<file path="src/design/sobel_edge_magnitude_rgb_defines.svh">
// Assertion macros shared by the sobel edge magnitude design.
// Used by modules that carry concurrent checks; expects clk_i and rst_ni in scope.
`ifndef SOBEL_EDGE_MAGNITUDE_RGB_DEFINES_SVH
`define SOBEL_EDGE_MAGNITUDE_RGB_DEFINES_SVH
`ifndef SYNTH
// property must hold at every clock edge out of reset
`define SEM_ASSERT(name, prop) \
  name: assert property (@(posedge clk_i) disable iff (!rst_ni) (prop)) \
    else $error("sem assertion failed");
// condition must never be seen out of reset
`define SEM_NEVER(name, cond) \
  name: assert property (@(posedge clk_i) disable iff (!rst_ni) !(cond)) \
    else $error("sem forbidden condition seen");
`else
`define SEM_ASSERT(name, prop)
`define SEM_NEVER(name, cond)
`endif
`endif

</file>
<file path="src/design/sem_pkg.sv">
// Package for the sobel edge magnitude block: constants, codes and queue entry type.
// No dependencies.
package sem_pkg;

  localparam int MaxWidthDefault  = 1024;
  localparam int MaxHeightDefault = 4096;

  localparam int WidthRegW   = 11;
  localparam int HeightRegW  = 13;
  localparam int CfgIndexW   = 2;
  localparam int CfgDataW    = 13;
  localparam int WidthReset  = 1024;
  localparam int HeightReset = 768;

  localparam int ChanW  = 8;
  localparam int PixW   = 3 * ChanW;
  localparam int MagMax = 255;

  // register indexes on the configuration port
  typedef enum logic [CfgIndexW-1:0] {
    CFG_WIDTH  = 2'd0,
    CFG_HEIGHT = 2'd1
  } cfg_index_e;

  // input operation codes
  typedef enum logic {
    OP_PIXEL = 1'b0,
    OP_DRAIN = 1'b1
  } op_e;

  typedef enum logic {
    F_IDLE,
    F_WR
  } front_state_e;

  typedef enum logic [1:0] {
    B_IDLE,
    B_SQ,
    B_ROOT,
    B_OUT
  } back_state_e;

  // one window snapshot plus border masks, front to back
  typedef struct packed {
    logic [8:0][PixW-1:0] win;
    logic                 top_out;
    logic                 bot_out;
    logic                 left_out;
    logic                 right_out;
    logic                 last;
  } entry_t;

endpackage

</file>
<file path="src/design/sem_back.sv">
// Back end: Sobel gradients, squared magnitude and bit-serial square root per channel.
// Depends on sem_pkg.
module sem_back (
  input  logic                      clk_i,
  input  logic                      rst_ni,
  input  logic                      empty_i,
  input  sem_pkg::entry_t           entry_i,
  output logic                      pop_o,
  output logic                      out_valid_o,
  input  logic                      out_ready_i,
  output logic [sem_pkg::ChanW-1:0] out_red_o,
  output logic [sem_pkg::ChanW-1:0] out_green_o,
  output logic [sem_pkg::ChanW-1:0] out_blue_o,
  output logic                      frame_last_o
);

  localparam int ChanW = sem_pkg::ChanW;
  localparam int GW    = ChanW + 3;
  localparam int SqW   = 2 * GW;
  localparam int SatLimit = sem_pkg::MagMax * sem_pkg::MagMax;

  sem_pkg::back_state_e state_q, state_d;

  logic [ChanW-1:0]        v      [3][9];
  logic signed [GW-1:0]    gx     [3];
  logic signed [GW-1:0]    gy     [3];
  logic signed [GW-1:0]    gx_q   [3];
  logic signed [GW-1:0]    gy_q   [3];
  logic [SqW-1:0]          sq_q   [3];
  logic [ChanW-1:0]        root_q [3];
  logic [ChanW-1:0]        trial  [3];
  logic [2*ChanW-1:0]      tsq    [3];
  logic [2:0]              bit_q;
  logic                    last_q;
  logic                    out_valid_q;
  logic [ChanW-1:0]        out_q  [3];
  logic                    load_out;

  // masked neighbors, per channel
  always_comb begin
    for (int ch = 0; ch < 3; ch++) begin
      for (int r = 0; r < 3; r++) begin
        for (int c = 0; c < 3; c++) begin
          v[ch][r*3+c] = entry_i.win[r*3+c][sem_pkg::PixW-1-ch*ChanW -: ChanW];
          if ((r == 0 && entry_i.top_out) || (r == 2 && entry_i.bot_out) ||
              (c == 0 && entry_i.left_out) || (c == 2 && entry_i.right_out)) begin
            v[ch][r*3+c] = '0;
          end
        end
      end
    end
  end

  // gradients
  always_comb begin
    for (int ch = 0; ch < 3; ch++) begin
      gx[ch] = GW'(v[ch][2]) + GW'({v[ch][5], 1'b0}) + GW'(v[ch][8])
             - GW'(v[ch][0]) - GW'({v[ch][3], 1'b0}) - GW'(v[ch][6]);
      gy[ch] = GW'(v[ch][6]) + GW'({v[ch][7], 1'b0}) + GW'(v[ch][8])
             - GW'(v[ch][0]) - GW'({v[ch][1], 1'b0}) - GW'(v[ch][2]);
    end
  end

  // root trial for the current bit
  always_comb begin
    for (int ch = 0; ch < 3; ch++) begin
      trial[ch] = root_q[ch] | (ChanW'(1) << bit_q);
      tsq[ch]   = trial[ch] * trial[ch];
    end
  end

  assign pop_o    = (state_q == sem_pkg::B_IDLE) && !empty_i;
  assign load_out = (state_q == sem_pkg::B_OUT) && (!out_valid_q || out_ready_i);

  // state register
  always_ff @(posedge clk_i or negedge rst_ni) begin
    if (!rst_ni) begin
      state_q <= sem_pkg::B_IDLE;
    end else begin
      state_q <= state_d;
    end
  end

  // next state
  always_comb begin
    state_d = state_q;
    unique case (state_q)
      sem_pkg::B_IDLE: if (!empty_i) state_d = sem_pkg::B_SQ;
      sem_pkg::B_SQ:   state_d = sem_pkg::B_ROOT;
      sem_pkg::B_ROOT: if (bit_q == '0) state_d = sem_pkg::B_OUT;
      sem_pkg::B_OUT:  if (load_out) state_d = sem_pkg::B_IDLE;
      default:         state_d = sem_pkg::B_IDLE;
    endcase
  end

  // datapath
  always_ff @(posedge clk_i) begin
    unique case (state_q)
      sem_pkg::B_IDLE: begin
        if (!empty_i) begin
          gx_q   <= gx;
          gy_q   <= gy;
          last_q <= entry_i.last;
        end
      end
      sem_pkg::B_SQ: begin
        // operands sign-extended to the full square width
        for (int ch = 0; ch < 3; ch++) begin
          sq_q[ch]   <= SqW'(gx_q[ch]) * SqW'(gx_q[ch]) + SqW'(gy_q[ch]) * SqW'(gy_q[ch]);
          root_q[ch] <= '0;
        end
      end
      sem_pkg::B_ROOT: begin
        for (int ch = 0; ch < 3; ch++) begin
          if (SqW'(tsq[ch]) <= sq_q[ch]) begin
            root_q[ch] <= trial[ch];
          end
        end
      end
      sem_pkg::B_OUT: begin
        if (load_out) begin
          for (int ch = 0; ch < 3; ch++) begin
            out_q[ch] <= (sq_q[ch] >= SqW'(SatLimit)) ? ChanW'(sem_pkg::MagMax) : root_q[ch];
          end
          frame_last_o <= last_q;
        end
      end
      default: ;
    endcase
  end

  // bit counter and output valid
  always_ff @(posedge clk_i or negedge rst_ni) begin
    if (!rst_ni) begin
      bit_q       <= '0;
      out_valid_q <= 1'b0;
    end else begin
      if (state_q == sem_pkg::B_SQ) begin
        bit_q <= 3'(ChanW - 1);
      end else if (state_q == sem_pkg::B_ROOT) begin
        bit_q <= bit_q - 3'd1;
      end
      if (load_out) begin
        out_valid_q <= 1'b1;
      end else if (out_ready_i) begin
        out_valid_q <= 1'b0;
      end
    end
  end

  assign out_valid_o = out_valid_q;
  assign out_red_o   = out_q[0];
  assign out_green_o = out_q[1];
  assign out_blue_o  = out_q[2];

endmodule

</file>
<file path="config.mk">
export PLATFORM = sky130hd
export DESIGN_NAME = sem_back
export DESIGN_NICKNAME = d
export VERILOG_FILES = /design/src/design/sobel_edge_magnitude_rgb_defines.svh /design/src/design/sem_pkg.sv /design/src/design/sem_back.sv
export SDC_FILE = /design/constraint.sdc
export NUM_CORES = 2
export LEC_CHECK = 0
export BUFFER_PORTS_ARGS = -buffer_cell sky130_fd_sc_hd__buf_2
export CAP_MARGIN = 20
export CORE_ASPECT_RATIO = 1.75
export CORE_MARGIN = 3
export CORE_UTILIZATION = 45
export CTS_CLUSTER_DIAMETER = 60
export DETAILED_ROUTE_END_ITERATION = 8
export SYNTH_ARGS = -nofsm -noshare
export SYNTH_HDL_FRONTEND = slang
export SYNTH_SLANG_ARGS = --single-unit
</file>
<file path="constraint.sdc">
create_clock -name clk_i -period 10.4 [get_ports clk_i]
set_input_delay 1.04 -clock clk_i [delete_from_list [all_inputs] [get_ports clk_i]]
set_output_delay 1.04 -clock clk_i [all_outputs]
set_load 0.05 [all_outputs]
</file>
==> results by group <==
Floorplan
  • I/O pin total: 252
  • Starting Density: 45.58%
  • Site row count: 152
  • Die height: 424.3 µm
  • Core region area: 98,700 µm²
  • Die Width: 245.0 µm
  • Die area: 104,000 µm²

Layout
  • Design Area, Final: 48,200 µm²
  • Most common cell after layout, fill and taps aside: inv_1
  • Finished Core Util: 48.83%
  • Commonest cells after routing, fill and taps aside: inv_1 (1,287), fa_1 (970), ha_1 (464), nand2_1 (246), buf_2 (229)
  • Layout cells sized above 1: 6.609%
  • Layout Nets: 6,368
  • Area Growth Syn to Fin: 7.130%

CTS
  • CTS sink count: 188
  • Postcts setup bufs: 0
  • CTS root buf: clkbuf_16
  • Hold buffers post-CTS: 0
  • Total CTS buffers: 17
  • CTS tree: done
  • Clock latency on the worst-skew pair: 0.51 ns
  • Resized cells post-CTS: 0
  • H-tree depth: 4
  • CTS Buffer Depth: 2
  • Clock slew at reported path FFs: 0.09 ns

Route
  • Vias per cell: 4.876
  • Detail Route Antenna Nets: 0
  • Initial DRC count: 1,149
  • Routed length per placed instance: 16.40 µm
  • # DRC: 0
  • First-pass DRT Iterations: 5
  • Vias: 29,412
  • Total wire length: 98,930 µm

GRT
  • Largest net degree at the start of global routing: 71
  • Initial antenna violation count: 3
  • Remaining Overflow, GRT: 0
  • Gr usage total: 20.31%
  • First-pass GRT wire length: 165,300 µm
  • Vias in the first global route: 33,189

STA
  • Fin crit period: 8.294 ns
  • Worst-Margin Slew: 1.007 ns
  • Hold Fails Final Rpt: 0
  • RSZ-0062 raised after global routing: false
  • Tcrit/Tclk final: 79.75%
  • Worst Clk Skew: 0.02256 ns
  • Slew HR: 32.32%
  • Final setup violation count: 0
  • FMAX: 120.6 MHz
  • Slew Limit Fails: 0
  • Setup TNS: 0 ns

Setup path
  • Crit-path max cell delay: 0.80 ns
  • Max FO, Critical Path: 24
  • Slowest-stage cell, CP: and3_1
  • Critical Path RT: 10.62 ns
  • Endpoint type of the worst setup path: register
  • Worst Path Arrival: 8.52 ns
  • Crit Path Category: register to register
  • CP Launch Type: register

Placement
  • Port Buffers: 227
  • Post-detail-place hpwl: 87,160 µm
  • Placed cell area: 47,570 µm²
  • Final Wtd Congestion: 0.8787

Synth
  • Syn Std Cell Area: 44,990 µm²
  • Mapped Avg Cell Area: 9.923 µm²
  • Synthesized instance count: 4,534
  • Register bit total from synthesis: 188
  • Synth unique cells: 59
  • Synthesis Warnings: 0
  • Seq/Total Area, Yosys: 12.48%
  • Async SR Flop Fraction: 3.191%
  • EDFF count, synth: 182
  • Dominant synthesized flop cell: edfxtp_1

Min path
  • Hold Crit Class: input pin to async pin

Job
  • Max_cap viols: 0

Outcome
  • Status: finished, final reports clean
[worst max-delay path: cells and delay by family, from the launching register on]
kind                     cells  cell delay (ns)
buffers and inverters        4             0.30
AND/OR/NAND/NOR              8             3.10
adder cells (fa/ha/maj)      7             2.76
XOR/XNOR                     1             0.17
flip-flops                   1             0.43
AO/OA/AOI/OAI                5             1.23
[cell families (layout without fill, tap and decap cells)]
kind of cell / Yosys count / in the layout / share of synthesized area (%)
fa+ha+maj: 1435 / 1435 / 56.09
mux: 4 / 4 / 0.09733
compound gates: 338 / 338 / 4.619
buf+inv: 1385 / 1570 / 11.61
xor+xnor: 206 / 206 / 4.010
flops: 188 / 188 / 12.48
simple gates: 976 / 976 / 11.08
other cells: 2 / 6 / 0.01669
[Yosys cell counts (2+ instances only)]
library cell | n | area (µm²)
a2111oi_0 | 3 | 26.28
a211o_1 | 2 | 17.52
a211oi_1 | 9 | 67.56
a21boi_0 | 3 | 22.52
a21o_1 | 44 | 330.3
a21oi_1 | 131 | 655.6
a221oi_1 | 2 | 17.52
a31oi_1 | 10 | 62.56
a41o_1 | 3 | 30.03
and2_1 | 213 | 1333
and3_1 | 4 | 25.02
buf_6 | 3 | 33.78
clkbuf_1 | 92 | 345.3
clkinv_1 | 2 | 7.510
conb_1 | 2 | 7.510
dfrtp_1 | 6 | 150.1
edfxtp_1 | 182 | 5465
fa_1 | 970 | 19420
ha_1 | 465 | 5818
inv_1 | 1287 | 4831
mux2_2 | 3 | 33.78
nand2_1 | 246 | 923.4
nand2b_1 | 64 | 400.4
nand3_1 | 10 | 50.05
nand3b_1 | 3 | 22.52
nand4_1 | 14 | 87.58
nor2_1 | 194 | 728.2
nor2b_1 | 158 | 988.5
nor3_1 | 25 | 125.1
nor4_1 | 13 | 81.33
o211ai_1 | 5 | 37.54
o21a_1 | 22 | 165.2
o21ai_0 | 64 | 320.3
o21bai_1 | 18 | 135.1
o22ai_1 | 2 | 12.51
o31ai_1 | 8 | 60.06
or2_2 | 17 | 106.4
or3_1 | 5 | 31.28
or4_1 | 6 | 45.04
xnor2_1 | 150 | 1314
xor2_1 | 56 | 490.5
[flip-flops by register name, summed over array words and instances (netlist names)]
register      flops
gy_q             33
root_q           24
sq_q             66
gx_q             33
state_q           2
out_q            24
bit_q             3
last_q            1
out_valid_o       1
frame_last_o      1
[per-stage QoR]
stage / cells / hold WS [ns] / worst slack (ns)
floorplan: 4536 / 0.4003 / 3.059
global placement: 5995 / 0.4053 / 1.964
detailed placement: 5995 / 0.4097 / 1.847
CTS: 6027 / 0.2728 / 1.802
global route: 6031 / 0.3125 / 1.508
finish: 6032 / 0.3330 / 2.106
[routing by layer]
metal  vias up  global-route usage, %  part of all wire [%]
li1      13847                      -                     -
met1     14888                  21.50                    35
met2       522                  40.68                    59
met3       153                  1.962                   2.6
met4         2                  7.703                   3.7
met5         -                      0                 0.018
[worst paths after layout]
path | startpoint | to | slack [ns] | depth (start not counted)
setup / recovery | bit_q[0] | root_q[0][15] | 2.11 | 25
hold / removal | rst_ni | out_valid_o | 0.33 | 1
setup reg to reg | bit_q[0] | root_q[0][15] | 2.11 | 25
hold reg to reg | last_q | frame_last_o | 0.43 | 0
max in group asynchronous | rst_ni | state_q[0] | 9.92 | 1
min in group clk_i | last_q | frame_last_o | 0.43 | 0
[final cells by class]
type | instances | area [µm²]
Fill cell | 9439 | 50510
Timing Repair Buffer | 249 | 1304
Clock inverter | 14 | 161.4
Multi-Input combinational cell | 2963 | 34200
Inverter | 1289 | 4838
Tap cell | 1309 | 1638
Clock buffer | 18 | 439.2
Sequential cell | 188 | 5615
Antenna cell | 2 | 5.005
Power is not shown: default switching activity piles up to over one toggle a cycle in this logic, so the estimate is an artifact.
