==> config.mk <==
export PLATFORM = sky130hd
export DESIGN_NAME = sem_fifo
export DESIGN_NICKNAME = d
export VERILOG_FILES = /design/src/design/sem_pkg.sv /design/src/design/sem_fifo.sv
export VERILOG_INCLUDE_DIRS = /design/src /design/src/design
export SDC_FILE = /design/constraint.sdc
export NUM_CORES = 1
export LEC_CHECK = 0
export BUFFER_PORTS_ARGS = -buffer_cell sky130_fd_sc_hd__buf_2
export CORE_ASPECT_RATIO = 0.8
export CORE_MARGIN = 3
export CORE_UTILIZATION = 56
export DETAILED_ROUTE_END_ITERATION = 12
export GPL_ROUTABILITY_DRIVEN = 0
export HOLD_SLACK_MARGIN = 0.05
export PLACE_DENSITY_LB_ADDON = 0.15
export SLEW_MARGIN = 15
export SYNTH_ARGS = -nofsm -noshare
export SYNTH_HDL_FRONTEND = slang
export SYNTH_SLANG_ARGS = --single-unit
export TNS_END_PERCENT = 50
==> constraint.sdc <==
create_clock -name clk_i -period 30 [get_ports clk_i]
set_input_delay 4.5 -clock clk_i [delete_from_list [all_inputs] [get_ports clk_i]]
set_output_delay 4.5 -clock clk_i [all_outputs]
set_load 0.01 [all_outputs]
==> src/design/sobel_edge_magnitude_rgb_defines.svh <==
// Assertion macros shared by the sobel edge magnitude design.
// Used by modules that carry concurrent checks; expects clk_i and rst_ni in scope.
`ifndef SOBEL_EDGE_MAGNITUDE_RGB_DEFINES_SVH
`define SOBEL_EDGE_MAGNITUDE_RGB_DEFINES_SVH
`ifndef SYNTH
// property must hold at every clock edge out of reset
`define SEM_ASSERT(name, prop) \
  name: assert property (@(posedge clk_i) disable iff (!rst_ni) (prop)) \
    else $error("sem assertion failed");
// condition must never be seen out of reset
`define SEM_NEVER(name, cond) \
  name: assert property (@(posedge clk_i) disable iff (!rst_ni) !(cond)) \
    else $error("sem forbidden condition seen");
`else
`define SEM_ASSERT(name, prop)
`define SEM_NEVER(name, cond)
`endif
`endif

==> src/design/sem_pkg.sv <==
// Package for the sobel edge magnitude block: constants, codes and queue entry type.
// No dependencies.
package sem_pkg;

  localparam int MaxWidthDefault  = 1024;
  localparam int MaxHeightDefault = 4096;

  localparam int WidthRegW   = 11;
  localparam int HeightRegW  = 13;
  localparam int CfgIndexW   = 2;
  localparam int CfgDataW    = 13;
  localparam int WidthReset  = 1024;
  localparam int HeightReset = 768;

  localparam int ChanW  = 8;
  localparam int PixW   = 3 * ChanW;
  localparam int MagMax = 255;

  // register indexes on the configuration port
  typedef enum logic [CfgIndexW-1:0] {
    CFG_WIDTH  = 2'd0,
    CFG_HEIGHT = 2'd1
  } cfg_index_e;

  // input operation codes
  typedef enum logic {
    OP_PIXEL = 1'b0,
    OP_DRAIN = 1'b1
  } op_e;

  typedef enum logic {
    F_IDLE,
    F_WR
  } front_state_e;

  typedef enum logic [1:0] {
    B_IDLE,
    B_SQ,
    B_ROOT,
    B_OUT
  } back_state_e;

  // one window snapshot plus border masks, front to back
  typedef struct packed {
    logic [8:0][PixW-1:0] win;
    logic                 top_out;
    logic                 bot_out;
    logic                 left_out;
    logic                 right_out;
    logic                 last;
  } entry_t;

endpackage

==> src/design/sem_fifo.sv <==
// Two-entry queue of window snapshots between front and back.
// Depends on sem_pkg and the assertion macro header.
`include "sobel_edge_magnitude_rgb_defines.svh"
module sem_fifo (
  input  logic            clk_i,
  input  logic            rst_ni,
  input  logic            push_i,
  input  sem_pkg::entry_t entry_i,
  output logic            full_o,
  input  logic            pop_i,
  output logic            empty_o,
  output sem_pkg::entry_t entry_o
);

  sem_pkg::entry_t slot_q [2];
  logic            wr_ptr_q;
  logic            rd_ptr_q;
  logic [1:0]      count_q;

  assign full_o  = count_q == 2'd2;
  assign empty_o = count_q == 2'd0;
  assign entry_o = slot_q[rd_ptr_q];

  // storage
  always_ff @(posedge clk_i) begin
    if (push_i) begin
      slot_q[wr_ptr_q] <= entry_i;
    end
  end

  // pointers and fill level
  always_ff @(posedge clk_i or negedge rst_ni) begin
    if (!rst_ni) begin
      wr_ptr_q <= 1'b0;
      rd_ptr_q <= 1'b0;
      count_q  <= 2'd0;
    end else begin
      if (push_i) begin
        wr_ptr_q <= ~wr_ptr_q;
      end
      if (pop_i) begin
        rd_ptr_q <= ~rd_ptr_q;
      end
      count_q <= count_q + 2'(push_i) - 2'(pop_i);
    end
  end

  `SEM_NEVER(a_no_overflow, push_i && full_o && !pop_i)
  `SEM_NEVER(a_no_underflow, pop_i && empty_o)
  `SEM_ASSERT(a_count_range, count_q != 2'd3)

endmodule

==> results.yml, run 1 <==
detailed_routing:
  wl_per_cell_um: 21.7
  first_pass_iters: 4
  vias: 8222
  drt_wl_total_um: 35300
  drt_iter0_markers: 435
  final_antenna_net_count: 0
  drc: 0
  vias_per_cell: 5.05
clocking:
  cts_hold_buf: 0
  clockBufferDepth: 3
  numClockSinks: 446
  cts_repair_resize_count: 0
  post_cts_buffers: 0
  clock-root-buffer: "clkbuf_16"
  clock_latency_ps: 520
  cts_buffers: 43
  clk_pin_slew_ps: 60
  h-tree-depth: 2
  cts_tree: "built"
synthesis:
  synth.area.top_cells: "edfxtp_1, mux2_4, mux2_2"
  yosysWarningCount: 0
  synth_top_area_cell: "edfxtp_1"
  synth.avg_cell_area_um2: 24.1
  synthCells: 703
  ys_seq_area_frac: 0.790
  syn_area_um2: 16900
  ys_ff_latch: 446
  synthesis.nets: 930
  synth_top_area_frac: 0.784
  ys_types: 14
run:
  maxCapViolations: 0
worst_setup_path:
  crit_buf_inv: 3
  crit_family: "buffers and inverters"
  cpMostUsedCell: "buf_4"
  critical_path_required_ps: 25500
  cp.depth: 4
  slowest_stage: "dfrtp_4"
  rr_worst_depth: 3
  start_kind: "flop"
  path_class: "flop to output port"
  path_max_fanout: 64
  critical_path.cell_chain: "buf_4 > buf_4 > mux2_4 > buf_2"
  crit_arrival_ps: 3900
  cpPeakStageDelay_ps: 1100
  endpoint_kind: "output port"
timing:
  fin_tns_setup_ps: 0
  fin_skew_ps: 7.81
  layout_setup_ws_ps: 21600
  worst_pin_slew_ps: 1060
  finalSetupViolCount: 0
  fin_crit_sh: 0.280
  max_freq_mhz: 119
  finalHoldViolations: 0
  period_needed_ps: 8400
  rsz0062_at_grt: "false"
  report.final.slew_viol_count: 0
  slew_headroom: 0.290
  fin_hold_ws_ps: 558
global_route:
  grt_pass1_wl_um: 51900
  grt_max_degree: 76
  overflow: 0
  grt_pass1_vias: 8565
  antenna_found_initial: 17
  grtUsageTotal: 0.213
floorplanning:
  core-area_um2: 29600
  die_area_um2: 32400
  die_w_um: 200
  die_h_um: 162
  initial_core_util: 0.573
  rows: 56
  num_io_pins: 448
placement:
  port_buffers: 447
  place_ws_ps: 22110
  dp_hpwl_um: 24700
layout:
  seqCellArea_um2: 13400
  num-fill-cells: 1960
  drive_gt1_frac: 0.613
  fin_nets: 1406
  area_growth_pct: 23.6
  multi_input_area_um2: 3260
power:
  total_power_mw: 2.03
  cellLeakagePower_nw: 8.41
  max-vdd-ir-drop_v: 0.0000685
  power.density_nw_per_um2: 96.8
min_path:
  hold_class: "flop to flop"
  hold_depth: 1
status:
  status: "complete, no violations"
-- final timing paths --
path	start	to	slack [ps]
min in group asynchronous	rst_ni	rd_ptr_q	3780
worst max-delay path	rd_ptr_q	entry_o[55]	21600
worst min register to register	wr_ptr_q	wr_ptr_q	560
worst min-delay path	wr_ptr_q	wr_ptr_q	560
max in group asynchronous	rst_ni	rd_ptr_q	26080
worst max register to register	wr_ptr_q	slot_q[0][75]	26940
-- cells in the final DEF (no fill, tap or decap), types with 3 or more instances in the layout --
| cell type | count |
|---|---|
| buf_2 | 447 |
| buf_4 | 9 |
| bufinv_16 | 7 |
| clkbuf_1 | 6 |
| clkbuf_16 | 45 |
| clkinv_1 | 9 |
| clkinv_2 | 8 |
| dfrtp_1 | 3 |
| diode_2 | 11 |
| edfxtp_1 | 442 |
| mux2_2 | 41 |
| mux2_4 | 180 |
-- per-layer routing --
metal,global-route usage,share of wire,vias to the layer above
met2,0.351,0.50,354
met3,0.0830,0.099,77
met4,0.0718,0.026,14
li1,-,-,3777
met1,0.261,0.38,4000
met5,0,0.0027,-
-- kinds of logic after synthesis --
family / synth area share
buffers and inverters: 0.0180
adder cells (fa/ha/maj): 0.00148
flip-flops: 0.790
multiplexers: 0.187
AND/OR/NAND/NOR: 0.00133
XOR/XNOR: 0.00244
-- power by group --
group / switching (mW) / internal, mW
combinational: 0.296 / 0.307
clock: 0.212 / 0.333
sequential: 0.0513 / 0.828
-- layout make-up --
class | count | area share
clock buffers | 51 | 0.0549
flip-flops and latches | 446 | 0.639
inverters | 2 | 0.000359
multi-input cells | 230 | 0.156
well taps | 406 | 0.0243
clock inverters | 26 | 0.0143
diodes | 11 | 0.00131
repair buffers | 456 | 0.110
-- per-stage QoR --
step | util | area, um^2 | instances
4_1_cts | 0.707 | 20900 | 1617
6_report | 0.708 | 20900 | 1628
2_1_floorplan | - | 16900 | 703
3_3_place_gp | 0.658 | 19500 | 1540
5_1_grt | 0.708 | 20900 | 1626
3_5_place_dp | 0.658 | 19500 | 1540
-- synthesized netlist by cell type --
master and number:
buf_6 10, xor3_1 1, and2_1 1, mux2_2 41
nor2b_1 2, nor2_1 1, edfxtp_1 442, ha_1 2
buf_8 11, dfrtp_1 4, xor2_1 2, inv_1 2
mux2_4 180, buf_2 4
-- flip-flops by register name, summed over array words and instances, names as in the netlist --
signal / flops
slot_q: 442
rd_ptr_q: 1
wr_ptr_q: 1
count_q: 2
Power figures use the tool's default switching activity.
==> run 2, diff against run 1 <==
--- a/config.mk
+++ b/config.mk
@@ -9,7 +9,7 @@
 export BUFFER_PORTS_ARGS = -buffer_cell sky130_fd_sc_hd__buf_2
 export CORE_ASPECT_RATIO = 0.8
 export CORE_MARGIN = 3
-export CORE_UTILIZATION = 56
+export CORE_UTILIZATION = 47
 export DETAILED_ROUTE_END_ITERATION = 12
 export GPL_ROUTABILITY_DRIVEN = 0
 export HOLD_SLACK_MARGIN = 0.05
==> constraint.sdc (replaced) <==
create_clock -name clk_i -period 7.1 [get_ports clk_i]
set_input_delay 1.065 -clock clk_i [delete_from_list [all_inputs] [get_ports clk_i]]
set_output_delay 1.065 -clock clk_i [all_outputs]
set_load 0.01 [all_outputs]
==> run 2 against run 1 <==
Effect of this change:
- die area increased by 18%
- first-iteration DRC count rose by 15%
- power rose to 4.1 times the previous value
- clock-buffer cell count grew 7
- via count is essentially flat
- sequential cell count unchanged
- critical path type unchanged
- largest power group unchanged
==> results.yml, run 2 (same netlist as run 1, synthesis figures left out) <==
status:
  status: "complete, no violations"
power:
  total_power_mw: 8.39
  max-vdd-ir-drop_v: 0.000367
  cellLeakagePower_nw: 8.32
  power.density_nw_per_um2: 403
layout:
  fin_nets: 1403
  max_flop_register: "slot_q"
  area_growth_pct: 23.1
  num-fill-cells: 2669
  final_area_um2: 20800
  largest_reg_flops: 442
  drive_gt1_frac: 0.604
  most-common-layout-cells: "buf_2, edfxtp_1, mux2_4"
  final_common_cell: "buf_2"
  top_regs: "slot_q x442, count_q x2"
global_route:
  grtUsageTotal: 0.183
  antenna_found_initial: 16
  grt_pass1_wl_um: 52400
  grt_pass1_vias: 8590
  grt_max_degree: 155
  overflow: 0
floorplanning:
  die_w_um: 218
  core-area_um2: 35100
  rows: 61
  die_area_um2: 38400
  num_io_pins: 448
  die_h_um: 176
  initial_core_util: 0.482
detailed_routing:
  wl_per_cell_um: 21.2
  first_pass_iters: 4
  vias: 8226
  drc: 0
  drt_wl_total_um: 35800
  vias_per_cell: 4.88
  final_antenna_net_count: 0
  drt_iter0_markers: 502
placement:
  place_area_um2: 19500
  port_buffers: 447
  dp_hpwl_um: 24200
clocking:
  cts_repair_resize_count: 0
  clk_pin_slew_ps: 60
  clock-root-buffer: "clkbuf_16"
  clock_latency_ps: 530
  cts_buffers: 43
  clockBufferDepth: 3
  numClockSinks: 446
  cts_hold_buf: 0
  post_cts_buffers: 0
  cts_tree: "built"
  h-tree-depth: 2
worst_setup_path:
  cp.depth: 3
  path_class: "flop to output port"
  crit_family: "buffers and inverters"
  ff2ff_setup_slack_ps: 4500
  crit_buf_inv: 2
  slowest_stage: "buf_12"
  startpoint: "rd_ptr_q"
  critical_path_required_ps: 6030
  crit_arrival_ps: 2820
  start_kind: "flop"
  critical_path.cell_chain: "buf_12 > mux2_2 > buf_2"
  critPathCapture: "entry_o[213]"
  path_max_fanout: 141
  reg2reg_from: "wr_ptr_q"
  endpoint_kind: "output port"
  rr_worst_depth: 2
  r2r_end: "slot_q[1][15]"
  cpPeakStageDelay_ps: 740
timing:
  period_needed_ps: 3890
  slew_headroom: 0.220
  worst_pin_slew_ps: 1170
  max_freq_mhz: 257
  fin_tns_setup_ps: 0
  rsz0062_at_grt: "false"
  fin_crit_sh: 0.547
  report.final.slew_viol_count: 0
  finalHoldViolations: 0
  finalSetupViolCount: 0
  fin_skew_ps: 13.6
run:
  maxCapViolations: 0
min_path:
  hold_class: "input port to asynchronous set/reset pin"
## run 2: how the worst min path moves through the flow
stage / depth (start not counted) / to / from
2_1_floorplan: 1 / wr_ptr_q / wr_ptr_q
5_1_grt: 1 / rd_ptr_q / rst_ni
3_5_place_dp: 1 / wr_ptr_q / wr_ptr_q
4_1_cts: 1 / rd_ptr_q / rst_ni
6_report: 1 / rd_ptr_q / rst_ni
3_3_place_gp: 1 / wr_ptr_q / wr_ptr_q
## run 2: layout make-up
cell class	count	area, um^2	share of cell area
Inverter	2	7.51	0.000360
Clock buffer	58	1170	0.0564
Multi-Input combinational cell	230	3260	0.157
Timing Repair Buffer	453	2310	0.111
Antenna cell	8	20.0	0.000961
Sequential cell	446	13400	0.642
Clock inverter	18	101	0.00486
Tap cell	472	591	0.0283
## run 2: power breakdown
group,leakage [nW],internal (mW),switching (mW)
logic,3.50,1.31,1.35
clock network,0.625,1.19,0.889
registers,4.19,3.50,0.153
## run 2: through the flow
| stage | instances | hold WS, ps | util | worst slack, ps |
|---|---|---|---|---|
| finish | 1687 | 349 | 0.594 | 3210 |
| CTS | 1679 | 323 | 0.593 | 3220 |
| global placement | 1603 | 535 | 0.557 | 3800 |
| global route | 1683 | 323 | 0.593 | 3140 |
| detailed placement | 1603 | 539 | 0.557 | 3810 |
| floorplan | 703 | 508 | - | 452 |
## run 2: per-layer routing
layer,up-vias,GRT usage,routed length (um)
met5,-,0,113
met4,18,0.0600,1020
met3,80,0.0834,3720
met2,318,0.293,17100
met1,4044,0.223,13800
li1,3766,-,-
